===== config.mk =====
export PLATFORM = sky130hd
export DESIGN_NAME = sorted_priority_queue
export DESIGN_NICKNAME = d
export VERILOG_FILES = /design/src/hw/rtl/spq_pkg.sv /design/src/hw/rtl/spq_cell.sv /design/src/hw/rtl/sorted_priority_queue.sv
export SDC_FILE = /design/constraint.sdc
export NUM_CORES = 2
export LEC_CHECK = 0
export ABC_AREA = 0
export ABC_CLOCK_PERIOD_IN_PS = 8100
export BUFFER_PORTS_ARGS = -buffer_cell sky130_fd_sc_hd__buf_2
export CELL_PAD_IN_SITES_DETAIL_PLACEMENT = 1
export CELL_PAD_IN_SITES_GLOBAL_PLACEMENT = 1
export CORE_ASPECT_RATIO = 0.5
export CORE_UTILIZATION = 30
export DETAILED_ROUTE_END_ITERATION = 7
export HOLD_SLACK_MARGIN = 0.12
export PLACE_DENSITY = 0.56
export SYNTH_ARGS = -nofsm -noshare
export SYNTH_HDL_FRONTEND = slang
export SYNTH_HIERARCHICAL = 1
export SYNTH_SLANG_ARGS = --single-unit

===== constraint.sdc =====
create_clock -name clk -period 8.1 [get_ports clk]
set_input_delay 1.215 -clock clk [delete_from_list [all_inputs] [get_ports clk]]
set_output_delay 1.215 -clock clk [all_outputs]
set_load 0.05 [all_outputs]

===== src/hw/rtl/spq_pkg.sv =====
`timescale 1ns / 1ps

package spq_pkg;

    localparam int DEPTH      = 16;
    localparam int PRIO_WIDTH = 16;
    localparam int DATA_WIDTH = 32;
    localparam int CNT_W      = $clog2(DEPTH + 1);

    localparam logic [1:0] ST_OK        = 2'd0;
    localparam logic [1:0] ST_OVERFLOW  = 2'd1;
    localparam logic [1:0] ST_UNDERFLOW = 2'd2;

    typedef enum logic [1:0] {
        OP_HOLD,
        OP_ENQ,
        OP_DEQ
    } cell_op_t;

    typedef struct packed {
        logic signed [PRIO_WIDTH-1:0] prio;
        logic signed [DATA_WIDTH-1:0] data;
    } entry_t;

    // broadcast to every cell in the chain
    typedef struct packed {
        cell_op_t op;
        entry_t   ent;
    } cell_ctrl_t;

endpackage


===== src/hw/rtl/spq_cell.sv =====
`timescale 1ns / 1ps

module spq_cell
    import spq_pkg::*;
(
    input  logic       clk,
    input  cell_ctrl_t ctrl,
    input  logic       occupied,
    input  logic       left_gt,
    input  entry_t     left_ent,
    input  entry_t     right_ent,
    output logic       gt,
    output entry_t     ent
);

    entry_t ent_reg;
    entry_t ent_next;

    // strict compare keeps equal priorities in arrival order
    assign gt  = !occupied || (ctrl.ent.prio > ent_reg.prio);
    assign ent = ent_reg;

    always_comb
    begin
        ent_next = ent_reg;
        case (ctrl.op)
            OP_ENQ:
            begin
                if (gt)
                begin
                    ent_next = left_gt ? left_ent : ctrl.ent;
                end
            end
            OP_DEQ:
            begin
                ent_next = right_ent;
            end
            default:
            begin
                ent_next = ent_reg;
            end
        endcase
    end

    always_ff @(posedge clk)
    begin
        ent_reg <= ent_next;
    end

endmodule


===== src/hw/rtl/sorted_priority_queue.sv =====
`timescale 1ns / 1ps

// Sorted priority queue of DEPTH (priority, data) entries, highest signed
// priority at the head, equal priorities served oldest first.
// Input channel: in_valid/in_ready carry func, new_prio, new_data.
//   func 0 inserts the entry, func 1 removes the head entry.
// Result channel: res_valid/res_ready carry status, out_valid, out_prio,
//   out_data and count (entries held after the step).
// For each accepted beat, every cell of the chain compares the
// new priority with its own entry at once and shifts or loads in parallel.
// The result is registered, so it appears the cycle after the input beat.
// One beat per cycle is sustained while the receiver takes results; the
// single result register is the only buffering, so in_ready follows
// res_ready when a result is waiting.
// A full insert returns overflow, an empty remove underflow; the queue is
// then unchanged. Reset empties the queue and drops any pending result.
module sorted_priority_queue
    import spq_pkg::*;
(
    input  logic                         clk,
    input  logic                         rst_n,
    input  logic                         in_valid,
    output logic                         in_ready,
    input  logic                         func,
    input  logic signed [PRIO_WIDTH-1:0] new_prio,
    input  logic signed [DATA_WIDTH-1:0] new_data,
    output logic                         res_valid,
    input  logic                         res_ready,
    output logic [1:0]                   status,
    output logic                         out_valid,
    output logic signed [PRIO_WIDTH-1:0] out_prio,
    output logic signed [DATA_WIDTH-1:0] out_data,
    output logic [CNT_W-1:0]             count
);

    logic [CNT_W-1:0]             count_reg;
    logic [CNT_W-1:0]             count_next;
    logic                         res_valid_reg;
    logic                         res_valid_next;
    logic [1:0]                   status_reg;
    logic [1:0]                   status_next;
    logic                         ovalid_reg;
    logic                         ovalid_next;
    logic signed [PRIO_WIDTH-1:0] oprio_reg;
    logic signed [PRIO_WIDTH-1:0] oprio_next;
    logic signed [DATA_WIDTH-1:0] odata_reg;
    logic signed [DATA_WIDTH-1:0] odata_next;

    logic       accept;
    logic       full;
    logic       empty;
    cell_ctrl_t ctrl;
    entry_t     cell_ent [DEPTH];
    logic       cell_gt  [DEPTH];

    assign in_ready = !res_valid_reg || res_ready;
    assign accept   = in_valid && in_ready;
    assign full     = (count_reg == CNT_W'(DEPTH));
    assign empty    = (count_reg == '0);

    always_comb
    begin
        ctrl.ent.prio = new_prio;
        ctrl.ent.data = new_data;
        ctrl.op       = OP_HOLD;
        if (accept)
        begin
            if (!func && !full)
            begin
                ctrl.op = OP_ENQ;
            end
            else if (func && !empty)
            begin
                ctrl.op = OP_DEQ;
            end
        end
    end

    genvar g;
    generate
        for (g = 0; g < DEPTH; g++)
        begin : g_cell
            localparam logic [CNT_W-1:0] IDX = CNT_W'(g);
            logic   left_gt;
            entry_t left_ent;
            entry_t right_ent;

            if (g == 0)
            begin : g_head
                assign left_gt  = 1'b0;
                assign left_ent = ctrl.ent;
            end
            else
            begin : g_body
                assign left_gt  = cell_gt[g-1];
                assign left_ent = cell_ent[g-1];
            end

            if (g == DEPTH - 1)
            begin : g_tail
                assign right_ent = ctrl.ent;
            end
            else
            begin : g_mid
                assign right_ent = cell_ent[g+1];
            end

            spq_cell u_cell (
                .clk       (clk),
                .ctrl      (ctrl),
                .occupied  (IDX < count_reg),
                .left_gt   (left_gt),
                .left_ent  (left_ent),
                .right_ent (right_ent),
                .gt        (cell_gt[g]),
                .ent       (cell_ent[g])
            );
        end
    endgenerate

    always_comb
    begin
        count_next     = count_reg;
        res_valid_next = res_valid_reg && !res_ready;
        status_next    = status_reg;
        ovalid_next    = ovalid_reg;
        oprio_next     = oprio_reg;
        odata_next     = odata_reg;
        if (accept)
        begin
            res_valid_next = 1'b1;
            status_next    = ST_OK;
            ovalid_next    = 1'b0;
            oprio_next     = '0;
            odata_next     = '0;
            if (!func)
            begin
                if (full)
                begin
                    status_next = ST_OVERFLOW;
                end
                else
                begin
                    count_next = count_reg + CNT_W'(1);
                end
            end
            else
            begin
                if (empty)
                begin
                    status_next = ST_UNDERFLOW;
                end
                else
                begin
                    ovalid_next = 1'b1;
                    oprio_next  = cell_ent[0].prio;
                    odata_next  = cell_ent[0].data;
                    count_next  = count_reg - CNT_W'(1);
                end
            end
        end
    end

    always_ff @(posedge clk or negedge rst_n)
    begin
        if (!rst_n)
        begin
            count_reg     <= '0;
            res_valid_reg <= 1'b0;
        end
        else
        begin
            count_reg     <= count_next;
            res_valid_reg <= res_valid_next;
        end
    end

    always_ff @(posedge clk)
    begin
        status_reg <= status_next;
        ovalid_reg <= ovalid_next;
        oprio_reg  <= oprio_next;
        odata_reg  <= odata_next;
    end

    assign res_valid = res_valid_reg;
    assign status    = status_reg;
    assign out_valid = ovalid_reg;
    assign out_prio  = oprio_reg;
    assign out_data  = odata_reg;
    assign count     = count_reg;

`ifndef NO_ASSERTIONS
    a_count_bound: assert property (@(posedge clk) disable iff (!rst_n)
        count_reg <= CNT_W'(DEPTH))
        else $error("entry count beyond depth");

    a_overflow_full: assert property (@(posedge clk) disable iff (!rst_n)
        (res_valid_reg && status_reg == ST_OVERFLOW) |-> full)
        else $error("overflow reported while not full");

    a_underflow_empty: assert property (@(posedge clk) disable iff (!rst_n)
        (res_valid_reg && status_reg == ST_UNDERFLOW) |-> empty)
        else $error("underflow reported while not empty");

    a_deq_count: assert property (@(posedge clk) disable iff (!rst_n)
        (accept && func && !empty) |=> (count_reg == $past(count_reg) - CNT_W'(1)))
        else $error("dequeue did not lower the count");

    a_valid_ok: assert property (@(posedge clk) disable iff (!rst_n)
        (res_valid_reg && ovalid_reg) |-> (status_reg == ST_OK))
        else $error("returned entry with error status");
`endif

endmodule

* Word level (Yosys, flattened, before mapping)
Index checks and enable logic that the tools add are counted.
** Storage, ports and cells
- Bits in registers :: 825
- Input port bits :: 53
- Output and inout bits :: 58
** Operators by class
- $add $sub $neg :: 2
- Order comparisons :: 32
- Eq/ne operators :: 21
- Mux-type cells :: 58
- Bitwise gates (word level) :: 1
- Reductions and logical operators :: 62
** Operators with widths (count)
- $pmux 48 s2 :: 16
- $mux 48 :: 31
- $gt 16x16->1 :: 16
- $lt 4x5->1 const A :: 8
- $ne 2x1->1 const B :: 16
- $reduce_and 2->1 :: 16
- $logic_not 1->1 :: 21
- $lt 3x5->1 const A :: 4
- $logic_or 1x1->1 :: 17
- $mux 5 :: 3
- $lt 1x5->1 const A :: 2
- $lt 2x5->1 const A :: 2
- $mux 2 :: 5
- $add 5x1->5 const B :: 1
- $eq 5x5->1 const B :: 1
- $logic_not 5->1 :: 1
- $sub 5x1->5 const B :: 1
- $logic_and 1x1->1 :: 4
- $ne 2x2->1 const B :: 2
- $mux 1 :: 3
- $reduce_and 3->1 :: 1
- $eq 2x1->1 const B :: 1
- $eq 2x2->1 const B :: 1
- $reduce_bool 2->1 :: 1
- other kinds (2) :: 2

* Logic depth before layout (Yosys ltp)
- Depth in word-level cells :: 9
- Mapped depth :: 12
- Mapped depth without buffers :: 9

* Modules after synthesis
Netlist, hierarchy kept.
** By module, submodules not included
- spq_cell (g_cell[0].u_cell ...) :: instances 10, cells each 271, area an instance 2865.2 um^2
- spq_cell (g_cell[4].u_cell ...) :: instances 6, cells each 276, area an instance 2926.6 um^2
- sorted_priority_queue :: instances 1, cells each 180, area an instance 2474.9 um^2

* Worst setup path before layout
OpenSTA, ideal clock, no wires.
- Path kind :: in2reg
- From :: input res_ready
- To :: register g_cell[0].u_cell.ent_reg (netlist bit g_cell[0].u_cell/ent[0]) (enable)
- Setup time :: 0.410 ns
- Data arrival time :: 6.280 ns
- Data required time :: 7.690 ns
- Path slack :: 1.410 ns
- Cell stages on the path :: 7
- Cells stage by stage :: inv_1 > a21oi_1 > and2_1 > nor2b_1 > buf_2 > buf_2 > a221o_1
** RTL lines
- start, declared :: RTL line sorted_priority_queue.sv:28 : input logic res_ready,
- end signal, assigned :: RTL line spq_cell.sv:47 : ent_reg <= ent_next;
- end, declared :: RTL line spq_cell.sv:16 : entry_t ent_reg;

==> results by group <==
Power
  • Worst vdd ir: 0.176 mV
  • Internal: ~0.010 W
  • Leakage: 21.7 nW
  • Clock power share: 0.269
  • P_sw: 0.00553 W
  • P per Cell Area: 294 mW/mm²
  • Seq pwr share: 0.417
  • Logic pwr share: 0.315
  • Sw frac: 0.345

Detailed routing
  • Initial DRT Pass Iterations: 5
  • Vias: 34700
  • Routed WL: 141 mm
  • Antenna-violating nets left: 0
  • Vias per Instance: 5.13
  • Drt drc: 0
  • WL per Instance: 20.8 µm
  • DR iter-0 viols: 1661

Setup path
  • Reg-to-reg slack, setup: around 3.7 ns
  • Critical path's slowest cell: o211ai_1
  • Critical path fanouts, max: 40
  • Number of buffers and inverters on the critical path: 2
  • CP Capture Type: flip-flop
  • Critical Path Start Type: input port
  • CP Cell Sequence: buf_2 -> ha_1 -> a21oi_1 -> o21a_1 -> nor2_1 -> or3_2 -> o211ai_1 -> buf_4 -> mux2i_1 -> o21ai_0
  • Worst path arrival time: 5.00 ns
  • Crit path max-delay family: compound AO/OA/AOI/OAI gates
  • Worst EP required: 8.53 ns
  • Crit Path Category: in2reg
  • Max incr delay on CP: 0.96 ns

STA
  • Worst Max-Slew Pin Slew: 1.23 ns
  • Fin crit share: 0.564
  • Post-route minimum period: roughly 4.6 ns
  • Endpoints failing setup: 0
  • Max transition margin: 0.178
  • Slew Limit Fails: 0
  • Fin Clk Skew: 0.0357 ns
  • Max Freq: approximately 0.22 GHz
  • Hold Vio Cnt, Final: 0
  • RSZ-0062 raised after global routing: no
  • Fin Setup TNS: 0 ns

Synth
  • Syn avg cell area: 10.7 µm²
  • Synth warn: 6
  • Synthesized instance count: 4545
  • Synthesized area: 0.0487 mm²
  • Syn Nets: 4857

Placement
  • Port bufs: 110
  • Gpl congestion: 0.806
  • Placed Area: 0.0515 mm²
  • DP HPWL: a little over 100 mm

CTS
  • Root buffer cell: clkbuf_16
  • CTS buffer count: 92
  • CTS tree: built
  • Clock sink count: 825
  • H-tree levels: 3
  • Post-CTS setup buffers: 0
  • Clock-pin slew on the worst setup and hold paths: 0.06 ns
  • Post-CTS resize count: 0
  • Hold_buf cts: 0
  • CTS max path bufs: 3
  • Worst skew pair latency: about 0.7 ns

Finish
  • N_diodes: 0
  • Nets: a little under 5000
  • Filler cells: 17800
  • Max reg flops: 768
  • P&R area growth vs syn: 12.0%
  • Post-layout util: 0.339
  • Area of the multi-input gates: 0.0219 mm²
  • Reg area: around 0.025 mm²
  • Final Instance Area: 0.0545 mm²
  • Layout cell share with drive strength beyond 1: 0.0905

Die
  • Rows: 104
  • DIE AREA: around 0.16 mm²
  • Effective utilization at floorplan: 0.302
  • IO Pins: 111
  • Area of the core: 0.161 mm²
  • Die Width: 572 µm
  • Die height: 287 µm

GRT
  • Initial antenna violation count: 2
  • Congestion Overflow GR: 0
  • Overall Global Routing Usage: 0.171
  • Largest net degree at the start of global routing: 98
  • Global-route wire length before repair: 222 mm
  • Number of global-route vias before repair: ~40000

Hold path
  • Min-Delay Path Class: in2async

Status
  • Status: complete, no violations

Job
  • Max-Cap Viols: 0
worst register-to-register path, stage by stage, from the launching register on:
cell      delay (ns)
edfxtp_1        0.46
inv_1           0.21
ha_1            0.37
a21oi_1         0.29
o21ba_2         0.19
nand2_1         0.05
or3_2           0.50
o211ai_1        0.96
buf_4           0.69
mux2i_1         0.35
o21ai_0         0.09
worst paths after layout:
path | start | end | depth (start not counted)
min in group clk | g_cell[15].u_cell/ent[13]$_DFFE_PP_ | g_cell[14].u_cell/ent[13]$_DFFE_PP_ | 2
worst min register to register | g_cell[15].u_cell/ent[13]$_DFFE_PP_ | g_cell[14].u_cell/ent[13]$_DFFE_PP_ | 2
worst min-delay path | rst_n | count[3]$_DFFE_PN0P_ | 1
worst max-delay path | new_prio[7] | g_cell[5].u_cell/ent[10]$_DFFE_PP_ | 10
max in group asynchronous | rst_n | count[0]$_DFFE_PN0P_ | 1
worst max register to register | g_cell[4].u_cell/ent[43]$_DFFE_PP_ | g_cell[5].u_cell/ent[10]$_DFFE_PP_ | 10
power groups by stage:
stage          clock (W)  combinational, W  sequential (W)
2_1_floorplan          0           0.00368         0.00659
3_3_place_gp           0           0.00487         0.00678
3_5_place_dp           0           0.00507         0.00678
4_1_cts          0.00445           0.00508         0.00670
5_1_grt          0.00459           0.00557         0.00678
6_report         0.00430           0.00504         0.00667
cell usage in the layout (no fill, tap or decap), types with 49 or more instances in the layout:
| master | instances |
|---|---|
| buf_4 | 69 |
| ha_1 | 259 |
| edfxtp_1 | 819 |
| o21ai_0 | 757 |
| inv_1 | 280 |
| mux2i_1 | 769 |
| a21oi_1 | 104 |
| and2_1 | 49 |
| clkbuf_16 | 94 |
| nand2_1 | 844 |
| buf_2 | 110 |
per-layer routing:
metal / global-route usage / vias to the layer above / share of wire / routed length (µm)
li1: - / 16400 / - / -
met1: 0.223 / 17800 / 0.46 / 65200
met2: 0.299 / 376 / 0.49 / 69500
met3: 0.0220 / 182 / 0.024 / 3350
met4: 0.0407 / 2 / 0.022 / 3110
met5: 0 / - / 0.000085 / 12
metrics by stage:
step,power [W],instances,hold WS (ns),worst slack (ns)
floorplan,0.0103,4545,0.496,1.41
global placement,0.0117,6614,0.511,2.87
detailed placement,0.0119,6614,0.526,2.84
CTS,0.0162,6780,0.282,3.59
global route,0.0169,6780,0.298,3.32
finish,0.0160,6780,0.337,3.53
final cells by class:
| cell class | count | area share |
|---|---|---|
| repair buffers | 180 | 0.0200 |
| inverters | 280 | 0.0193 |
| flip-flops and latches | 825 | 0.454 |
| multi-input cells | 3156 | 0.402 |
| clock inverters | 52 | 0.0102 |
| clock buffers | 114 | 0.0451 |
| well taps | 2173 | 0.0499 |
(Power assumes the default switching activity.)
